File: src/hdl/ltt_pkg.sv
// Shared widths, register codes and word types of the altitude target tracker.
// No dependencies.
`timescale 1ns / 1ps
`default_nettype none

package ltt_pkg;

    localparam int FRAC_BITS  = 8;               // fraction bits of the target
    localparam int FX_W       = 32 + FRAC_BITS;  // fixed-point target width
    localparam int DIFF_W     = FX_W + 1;        // difference / working width
    localparam int GAP_W      = 14;              // gap width once below stale limit
    localparam int TC_W       = 16;
    localparam int LAG_W      = 17;
    localparam int DEN_W      = 17;              // gap + time constant
    localparam int PROD_W     = FX_W + GAP_W;    // |diff| * gap, also ALU width
    localparam int CNT_W      = $clog2(PROD_W + 1);
    localparam int CFG_IDX_W  = 2;
    localparam int CFG_DATA_W = 17;

    localparam logic [CFG_IDX_W-1:0] CFG_TIME_CONSTANT = 2'd0;
    localparam logic [CFG_IDX_W-1:0] CFG_MAX_LAG       = 2'd1;
    localparam logic [CFG_IDX_W-1:0] CFG_STALE_GAP     = 2'd2;

    localparam logic [TC_W-1:0]  RST_TIME_CONSTANT = TC_W'(10000);
    localparam logic [LAG_W-1:0] RST_MAX_LAG       = LAG_W'(500);
    localparam logic [GAP_W-1:0] RST_STALE_GAP     = GAP_W'(500);

    typedef struct packed {
        logic [TC_W-1:0]  time_constant_ms;
        logic [LAG_W-1:0] max_lag_cm;
        logic [GAP_W-1:0] stale_gap_ms;
    } t_cfg;

    typedef struct packed {
        logic [31:0]        now_ms;
        logic signed [31:0] altitude_cm;
    } t_item;

    typedef struct packed {
        logic signed [31:0] target_alt_cm;
        logic               restarted;
    } t_result;

    typedef struct packed {
        logic idle;
        logic done;
    } t_core_stat;

    typedef struct packed {
        logic [PROD_W-1:0] a;
        logic [PROD_W-1:0] b;
        logic              sub;
    } t_alu_op;

endpackage

`default_nettype wire

File: src/hdl/ltt_alu.sv
// Shared add/subtract unit of the tracker: sum or difference plus carry out.
// Depends on ltt_pkg.
`timescale 1ns / 1ps
`default_nettype none

module ltt_alu (
    input  ltt_pkg::t_alu_op           i_op,
    output logic [ltt_pkg::PROD_W-1:0] o_sum,
    output logic                       o_carry
);
    import ltt_pkg::*;

    // carry high on subtract means a >= b (unsigned)
    assign {o_carry, o_sum} = {1'b0, i_op.a}
                            + {1'b0, i_op.b ^ {PROD_W{i_op.sub}}}
                            + {{PROD_W{1'b0}}, i_op.sub};

endmodule

`default_nettype wire

File: src/hdl/ltt_core.sv
// Sequencer and datapath registers of the tracker: filter step over the shared ALU.
// Depends on ltt_pkg and ltt_alu.
`timescale 1ns / 1ps
`default_nettype none

module ltt_core (
    input  logic                 i_clk,
    input  logic                 i_rst_n,
    input  logic                 i_start,
    input  ltt_pkg::t_item       i_item,
    input  ltt_pkg::t_cfg        i_cfg,
    input  logic                 i_out_free,
    output ltt_pkg::t_core_stat  o_stat,
    output ltt_pkg::t_result     o_res
);
    import ltt_pkg::*;

    typedef enum logic [3:0] {
        S_IDLE, S_DIFF, S_MAG, S_MUL, S_DIV, S_APPLY, S_CLAMP, S_SAT, S_DONE
    } t_state;

    localparam logic [FX_W-1:0] FRAC_MASK = FX_W'((64'd1 << FRAC_BITS) - 64'd1);

    t_state                   r_state;
    logic signed [FX_W-1:0]   r_target;
    logic [31:0]              r_last_time;
    logic                     r_have_last;
    logic signed [FX_W-1:0]   r_alt_fx;
    logic                     r_restart;
    logic [GAP_W-1:0]         r_gap;
    logic [DEN_W-1:0]         r_den;
    logic                     r_neg;
    logic [FX_W-1:0]          r_mag;
    logic [PROD_W-1:0]        r_acc;
    logic [DEN_W:0]           r_rem;
    logic [CNT_W-1:0]         r_cnt;
    logic signed [DIFF_W-1:0] r_t;

    t_alu_op                  alu_op;
    logic [PROD_W-1:0]        alu_sum;
    logic                     alu_carry;

    logic [31:0]              gap_full;
    logic                     restart;
    logic signed [FX_W-1:0]   alt_fx_in;
    logic [DEN_W:0]           rem_sh;
    logic signed [DIFF_W-1:0] lag_fx;
    logic signed [DIFF_W-1:0] lo;
    logic signed [DIFF_W-1:0] hi;
    logic signed [DIFF_W-1:0] clamped;
    logic signed [FX_W-1:0]   saturated;
    logic signed [FX_W-1:0]   t_shift;
    logic                     round_up;

    ltt_alu u_alu (
        .i_op    (alu_op),
        .o_sum   (alu_sum),
        .o_carry (alu_carry)
    );

    assign gap_full  = i_item.now_ms - r_last_time;
    assign restart   = !r_have_last || (gap_full > 32'(i_cfg.stale_gap_ms));
    assign alt_fx_in = FX_W'(i_item.altitude_cm) <<< FRAC_BITS;
    assign rem_sh    = {r_rem[DEN_W-1:0], r_acc[PROD_W-1]};

    // clamp window around the altitude
    assign lag_fx  = $signed(DIFF_W'(i_cfg.max_lag_cm) << FRAC_BITS);
    assign lo      = DIFF_W'(r_alt_fx) - lag_fx;
    assign hi      = DIFF_W'(r_alt_fx) + lag_fx;
    assign clamped = (r_t < lo) ? lo : ((r_t > hi) ? hi : r_t);

    // saturate to the FX_W range
    assign saturated = (r_t[DIFF_W-1] != r_t[FX_W-1])
                     ? {r_t[DIFF_W-1], {(FX_W-1){~r_t[DIFF_W-1]}}}
                     : r_t[FX_W-1:0];

    // truncate toward zero to whole centimetres
    assign t_shift  = r_target >>> FRAC_BITS;
    assign round_up = r_target[FX_W-1] && ((r_target & FRAC_MASK) != '0);

    assign o_res.target_alt_cm = $signed(t_shift[31:0] + 32'(round_up));
    assign o_res.restarted     = r_restart;
    assign o_stat.idle         = (r_state == S_IDLE);
    assign o_stat.done         = (r_state == S_DONE);

    always_comb begin
        alu_op = '0;
        case (r_state)
            S_DIFF: begin
                alu_op.a   = PROD_W'(r_alt_fx);
                alu_op.b   = PROD_W'(r_target);
                alu_op.sub = 1'b1;
            end
            S_MAG: begin
                alu_op.b   = r_acc;
                alu_op.sub = 1'b1;
            end
            S_MUL: begin
                alu_op.a = {r_acc[PROD_W-2:0], 1'b0};
                alu_op.b = r_gap[GAP_W-1] ? PROD_W'(r_mag) : '0;
            end
            S_DIV: begin
                alu_op.a   = PROD_W'(rem_sh);
                alu_op.b   = PROD_W'(r_den);
                alu_op.sub = 1'b1;
            end
            S_APPLY: begin
                alu_op.a   = PROD_W'(r_t);
                alu_op.b   = PROD_W'(r_acc[FX_W-1:0]);
                alu_op.sub = r_neg;
            end
            default: alu_op = '0;
        endcase
    end

    always_ff @(posedge i_clk) begin
        if (!i_rst_n) begin
            r_state     <= S_IDLE;
            r_target    <= '0;
            r_last_time <= '0;
            r_have_last <= 1'b0;
        end else begin
            case (r_state)
                S_IDLE: begin
                    if (i_start) begin
                        r_alt_fx    <= alt_fx_in;
                        r_last_time <= i_item.now_ms;
                        r_have_last <= 1'b1;
                        r_gap       <= gap_full[GAP_W-1:0];
                        r_den       <= DEN_W'(gap_full[GAP_W-1:0])
                                     + DEN_W'(i_cfg.time_constant_ms);
                        r_restart   <= restart;
                        r_cnt       <= '0;
                        if (restart) begin
                            r_t     <= DIFF_W'(alt_fx_in);
                            r_state <= S_CLAMP;
                        end else if (gap_full == '0) begin
                            // no time passed: target stays put
                            r_t     <= DIFF_W'(r_target);
                            r_state <= S_CLAMP;
                        end else begin
                            r_state <= S_DIFF;
                        end
                    end
                end
                S_DIFF: begin
                    r_acc   <= alu_sum;
                    r_neg   <= alu_sum[DIFF_W-1];
                    r_t     <= DIFF_W'(r_target);
                    r_state <= S_MAG;
                end
                S_MAG: begin
                    r_mag   <= r_neg ? alu_sum[FX_W-1:0] : r_acc[FX_W-1:0];
                    r_acc   <= '0;
                    r_state <= S_MUL;
                end
                S_MUL: begin
                    // shift-add, gap MSB first
                    r_acc <= alu_sum;
                    r_gap <= {r_gap[GAP_W-2:0], 1'b0};
                    if (r_cnt == CNT_W'(GAP_W - 1)) begin
                        r_cnt   <= '0;
                        r_rem   <= '0;
                        r_state <= S_DIV;
                    end else begin
                        r_cnt <= r_cnt + CNT_W'(1);
                    end
                end
                S_DIV: begin
                    // restoring divide, quotient shifts into r_acc
                    r_rem <= alu_carry ? alu_sum[DEN_W:0] : rem_sh;
                    r_acc <= {r_acc[PROD_W-2:0], alu_carry};
                    r_cnt <= r_cnt + CNT_W'(1);
                    if (r_cnt == CNT_W'(PROD_W - 1)) begin
                        r_state <= S_APPLY;
                    end
                end
                S_APPLY: begin
                    r_t     <= alu_sum[DIFF_W-1:0];
                    r_state <= S_CLAMP;
                end
                S_CLAMP: begin
                    r_t     <= clamped;
                    r_state <= S_SAT;
                end
                S_SAT: begin
                    r_target <= saturated;
                    r_state  <= S_DONE;
                end
                S_DONE: begin
                    if (i_out_free) begin
                        r_state <= S_IDLE;
                    end
                end
                default: r_state <= S_IDLE;
            endcase
        end
    end

endmodule

`default_nettype wire

File: src/hdl/lagged_altitude_target_tracker.sv
// Lagged altitude target tracker: configuration registers, handshakes, output word register.
// Depends on ltt_pkg and ltt_core (which holds ltt_alu).
`timescale 1ns / 1ps
`default_nettype none

// Each active input word (timestamp in ms, altitude in cm) moves a fixed-point
// target (8 fraction bits) toward the altitude by diff*gap/(gap+time_constant),
// clamps it to within max_lag_cm of the altitude and returns it in whole
// centimetres, truncated toward zero. The first word, or a gap above
// stale_gap_ms, restarts the target at the altitude and sets restarted.
// Inactive words are taken and dropped with no result. A filtering word runs a
// shift-add multiply and a restoring divide on the one shared adder, plus
// acceptance, set-up, apply, clamp, saturate and hand-off. A restart, or a zero
// gap, skips the multiply and divide. The next word is taken in the cycle after
// the result lands in the output register, so a result may still wait there
// while the next word runs. Configuration writes are always accepted; write
// them only while the block is idle.
module lagged_altitude_target_tracker (
    input  logic                              i_clk,
    input  logic                              i_rst_n,
    // input words
    input  logic                              i_in_valid,
    output logic                              o_in_ready,
    input  logic                              i_active,
    input  logic [31:0]                       i_now_ms,
    input  logic signed [31:0]                i_altitude_cm,
    // result words
    output logic                              o_out_valid,
    input  logic                              i_out_ready,
    output logic signed [31:0]                o_target_alt_cm,
    output logic                              o_restarted,
    // configuration writes
    input  logic                              i_cfg_valid,
    output logic                              o_cfg_ready,
    input  logic [ltt_pkg::CFG_IDX_W-1:0]     i_cfg_index,
    input  logic [ltt_pkg::CFG_DATA_W-1:0]    i_cfg_data
);
    import ltt_pkg::*;

    t_cfg       r_cfg;
    logic       r_out_valid;
    t_result    r_out;

    t_item      item;
    t_core_stat stat;
    t_result    res;
    logic       start;
    logic       out_free;

    assign item.now_ms      = i_now_ms;
    assign item.altitude_cm = i_altitude_cm;

    assign o_in_ready  = stat.idle;
    assign start       = i_in_valid && o_in_ready && i_active;
    assign out_free    = !r_out_valid || i_out_ready;
    assign o_cfg_ready = 1'b1;

    assign o_out_valid     = r_out_valid;
    assign o_target_alt_cm = r_out.target_alt_cm;
    assign o_restarted     = r_out.restarted;

    ltt_core u_core (
        .i_clk      (i_clk),
        .i_rst_n    (i_rst_n),
        .i_start    (start),
        .i_item     (item),
        .i_cfg      (r_cfg),
        .i_out_free (out_free),
        .o_stat     (stat),
        .o_res      (res)
    );

    // configuration registers; unknown index ignored
    always_ff @(posedge i_clk) begin
        if (!i_rst_n) begin
            r_cfg.time_constant_ms <= RST_TIME_CONSTANT;
            r_cfg.max_lag_cm       <= RST_MAX_LAG;
            r_cfg.stale_gap_ms     <= RST_STALE_GAP;
        end else if (i_cfg_valid && o_cfg_ready) begin
            case (i_cfg_index)
                CFG_TIME_CONSTANT: r_cfg.time_constant_ms <= i_cfg_data[TC_W-1:0];
                CFG_MAX_LAG:       r_cfg.max_lag_cm       <= i_cfg_data[LAG_W-1:0];
                CFG_STALE_GAP:     r_cfg.stale_gap_ms     <= i_cfg_data[GAP_W-1:0];
                default: ;
            endcase
        end
    end

    // output word register
    always_ff @(posedge i_clk) begin
        if (!i_rst_n) begin
            r_out_valid <= 1'b0;
        end else if (stat.done && out_free) begin
            r_out_valid <= 1'b1;
            r_out       <= res;
        end else if (i_out_ready) begin
            r_out_valid <= 1'b0;
        end
    end

endmodule

`default_nettype wire

File: config.mk
export PLATFORM = sky130hd
export DESIGN_NAME = lagged_altitude_target_tracker
export DESIGN_NICKNAME = d
export VERILOG_FILES = /design/src/hdl/ltt_pkg.sv /design/src/hdl/ltt_alu.sv /design/src/hdl/ltt_core.sv /design/src/hdl/lagged_altitude_target_tracker.sv
export SDC_FILE = /design/constraint.sdc
export NUM_CORES = 1
export LEC_CHECK = 0
export ABC_AREA = 1
export BUFFER_PORTS_ARGS = -buffer_cell sky130_fd_sc_hd__buf_4
export CAP_MARGIN = 30
export CORE_MARGIN = 3
export CORE_UTILIZATION = 54
export CTS_BUF_LIST = sky130_fd_sc_hd__clkbuf_8
export DETAILED_ROUTE_END_ITERATION = 16
export GPL_TIMING_DRIVEN = 0
export PLACE_DENSITY = 0.71
export SLEW_MARGIN = 15
export SYNTH_ARGS = -nofsm -noshare
export SYNTH_HDL_FRONTEND = slang
export SYNTH_HIERARCHICAL = 1
export SYNTH_SLANG_ARGS = --single-unit
File: constraint.sdc
create_clock -name i_clk -period 7.56 [get_ports i_clk]
set_input_delay 1.512 -clock i_clk [delete_from_list [all_inputs] [get_ports i_clk]]
set_output_delay 1.512 -clock i_clk [all_outputs]
set_load 0.02 [all_outputs]
==> out/qor.csv <==
metric,value,unit
"most common cell after layout, fill and taps aside",nand2_1,
largest net degree at the start of global routing,55,
sequential share of power,25.5,%
post-synthesis average cell area,6.94,um2
combinational family with the most area after synthesis,simple AND/OR/NAND/NOR gates,
CTS sink count,381,
outcome,completed,
CTS H-tree depth,3,
crit-path max FO,26,
First DRT Iteration DRCs,3537,
Non-Filler Instances,5502,
area grow syn2layout,11.3,%
maximum VDD drop,0.209,mV
wire per inst,20.9,um
Synth Area in Compound Gates,13.3,%
XOR/XNOR Fraction of Synth Area,5.68,%
final slew viol count,0,
worst clock skew,60.3,ps
DR vias/cell,5.75,
Final ANT Viol Nets,0,
total power draw,12.0,mW
final wirelength,115,mm
Achievable Freq,145,MHz
vias in the first global route,29484,
# IOs,125,
clock buffer count from CTS,71,
Pint,5.92,mW
sequential-to-total area share from yosys stat,32.7,%
mux contribution to synthesized area,0,%
clock slew at reported path FFs,60,ps
number of synthesized flops with an enable pin,256,
Crit path arrival time,7240,ps
Post-layout nets,5004,
post-synthesis cell area,31100,um2
Post-CTS Repair Setup Buffers,0,
unrepaired setup endpoints after global routing,no,
CP max-delay cell,a31oi_1,
crit path kind,flop to flop,
die height,246,um
ys async rst share,0,%
Root Buffer,clkbuf_8,
Die Area,60600,um2
setup TNS,0,ps
vias,31609,
Syn. warnings,6,
Period minus WS final,6890,ps
layout cells sized above 1,7.38,%
first-pass GRT wire length,172,mm
Clock Latency Late Sink,720,ps
Max stage delay on crit path,570,ps
sw frac,50.4,%
clock group share of total power,18.2,%
port bufs,120,
number of remaining DRC errors,0,
Synth Register Bits,381,
Slew Limit Headroom,34.5,%
crit path capture type,flop,
Core Area,56700,um2
worst path required time,7910,ps
Placed Cells,5371,
kind of start point of the critical path,flop,
CTS tree,built,
GPL Wtd Cong,1.04,
Synth Net Count,4804,
Crit path top cell by count,nand3_1,
switching pwr,6.03,mW
Least-Margin Pin Slew,982,ps
post-CTS sizing,0,
Detailed Place HPWL,92.0,mm
Filler Cell Count,5433,
Tcrit/Tclk final,91.1,%
final count of negative-setup-slack endpoints,0,
Comb pwr share,56.4,%
Synth Area in Simple Gates,27.8,%
Hold Path Class,flop to flop,
pwr dens,345,nW/um2
# hold bufs at CTS,0,
Yosys cell types,61,
Site Rows,87,
prevailing post-synth register cell,edfxtp_1,
Static Leakage,16.6,nW
TritonRoute pass-1 iters,6,
global route overflow,0,
most frequent cells in the layout,"nand2_1, inv_1, nor2_1",
CTS max path bufs,3,
Die X,246,um
antenna violations before repair,1,
MaxCap Viol Count,0,
final hold vios,0,
Starting Density,54.9,%
Syn Inst Count,4488,
Global Route Usage Sum,37.5,%
Synth Area in Adders,9.24,%
==> stage by stage <==
stage / cell area, um2 / util, % / worst slack [ps] / hold WS, ps
2_1_floorplan: 31100 / - / 2470 / 429
6_report: 34700 / 61.1 / 675 / 454
4_1_cts: 34700 / 61.1 / 981 / 458
5_1_grt: 34700 / 61.1 / 466 / 480
3_3_place_gp: 33000 / 58.2 / 178 / 441
3_5_place_dp: 33100 / 58.4 / 1060 / 451
==> metal layers <==
layer | part of all wire [%] | track usage (%) | vias up
met5 | 0 | 0 | -
met4 | 7.0 | 22.2 | 0
met3 | 11 | 8.35 | 411
met2 | 43 | 57.9 | 1789
met1 | 39 | 48.0 | 14377
li1 | - | - | 15032
==> power groups by stage <==
stage	clock network, mW	logic, mW	registers [mW]
global placement	0	6.38	3.08
CTS	2.19	6.51	3.03
detailed placement	0	6.46	3.07
global route	2.30	7.37	3.07
floorplan	0	4.48	2.98
finish	2.17	6.74	3.04
==> sequential cells by signal, indices dropped and copies added, names as in the netlist, 32 cells and up <==
register,flops
u_core/r_acc,54
u_core/r_last_time,32
u_core/r_alt_fx,32
u_core/r_target,40
u_core/r_t,41
o_target_alt_cm,32
u_core/r_mag,40
r_cfg,47
==> worst max-delay path: cells and delay by family (launching register included) <==
family,cells,cell delay (ps)
xor gates and xnor gates,1,290
buffers and inverters,7,1170
AOI/OAI and AO/OA,4,1430
and+or+nand+nor,13,2260
DFF,1,440
adders and majority gates,3,910
==> worst paths after layout <==
path | end | startpoint | depth (start not counted) | slack [ps]
setup / recovery | u_core/r_t[37] | u_core/r_alt_fx[8] | 28 | 670
hold reg to reg | u_core/r_last_time[10] | u_core/r_last_time[10] | 2 | 450
hold / removal | u_core/r_last_time[10] | u_core/r_last_time[10] | 2 | 450
setup reg to reg | u_core/r_t[37] | u_core/r_alt_fx[8] | 28 | 670
==> area by class of cell <==
| class | count | area [um2] | share of cell area (%) |
|---|---|---|---|
| Sequential cell | 381 | 10200 | 29.4 |
| Timing Repair Buffer | 127 | 1030 | 2.96 |
| Antenna cell | 1 | 2.50 | 0.00722 |
| Clock buffer | 79 | 1090 | 3.14 |
| Inverter | 750 | 2820 | 8.13 |
| Buffer | 153 | 684 | 1.97 |
| Clock inverter | 51 | 432 | 1.25 |
| Multi-Input combinational cell | 3204 | 17500 | 50.4 |
| Tap cell | 756 | 946 | 2.73 |
==> logic make-up (layout without fill, tap and decap cells) <==
kind of cell,after synthesis,count (layout)
AOI/OAI and AO/OA,720,720
xor gates and xnor gates,202,202
adders and majority gates,227,227
buffers and inverters,903,1160
DFF,381,381
other,1,2
and+or+nand+nor,2054,2054
==> Yosys cell counts (6+ instances only) <==
cell       instances  area share [%]
buf_1             10            0.12
xnor2_1           20            0.56
buf_2             22            0.35
and2_1             9            0.18
a22oi_1           17            0.41
a221oi_1           7            0.20
a31oi_1           21            0.42
a21oi_1          223             3.6
edfxtp_1         256              25
nand3_1          230             3.7
o21ai_0          263             4.2
o2111ai_1         18            0.51
buf_4             10            0.24
nor2_2            12            0.24
nor2_1           344             4.1
o211ai_1          35            0.84
dfxtp_1          125             8.0
o21a_1             6            0.14
nand3_2           14            0.45
ha_1             222             8.9
clkbuf_1         105             1.3
nand2_2           12            0.24
nand4_1           68             1.4
xor2_1           182             5.1
o22ai_1           25            0.50
a21o_1             7            0.17
nor2_4             6            0.22
nand3b_1           8            0.19
inv_2              8           0.096
nor4_1            16            0.32
nand2_1         1268              15
nor3_2             6            0.19
o221ai_1          36             1.0
o21bai_1          12            0.29
buf_6              6            0.22
o21ai_1           32            0.51
nor3_1            41            0.66
and3_1             6            0.12
inv_1            740             8.9
Note: power is estimated with default switching activity, not from simulation.
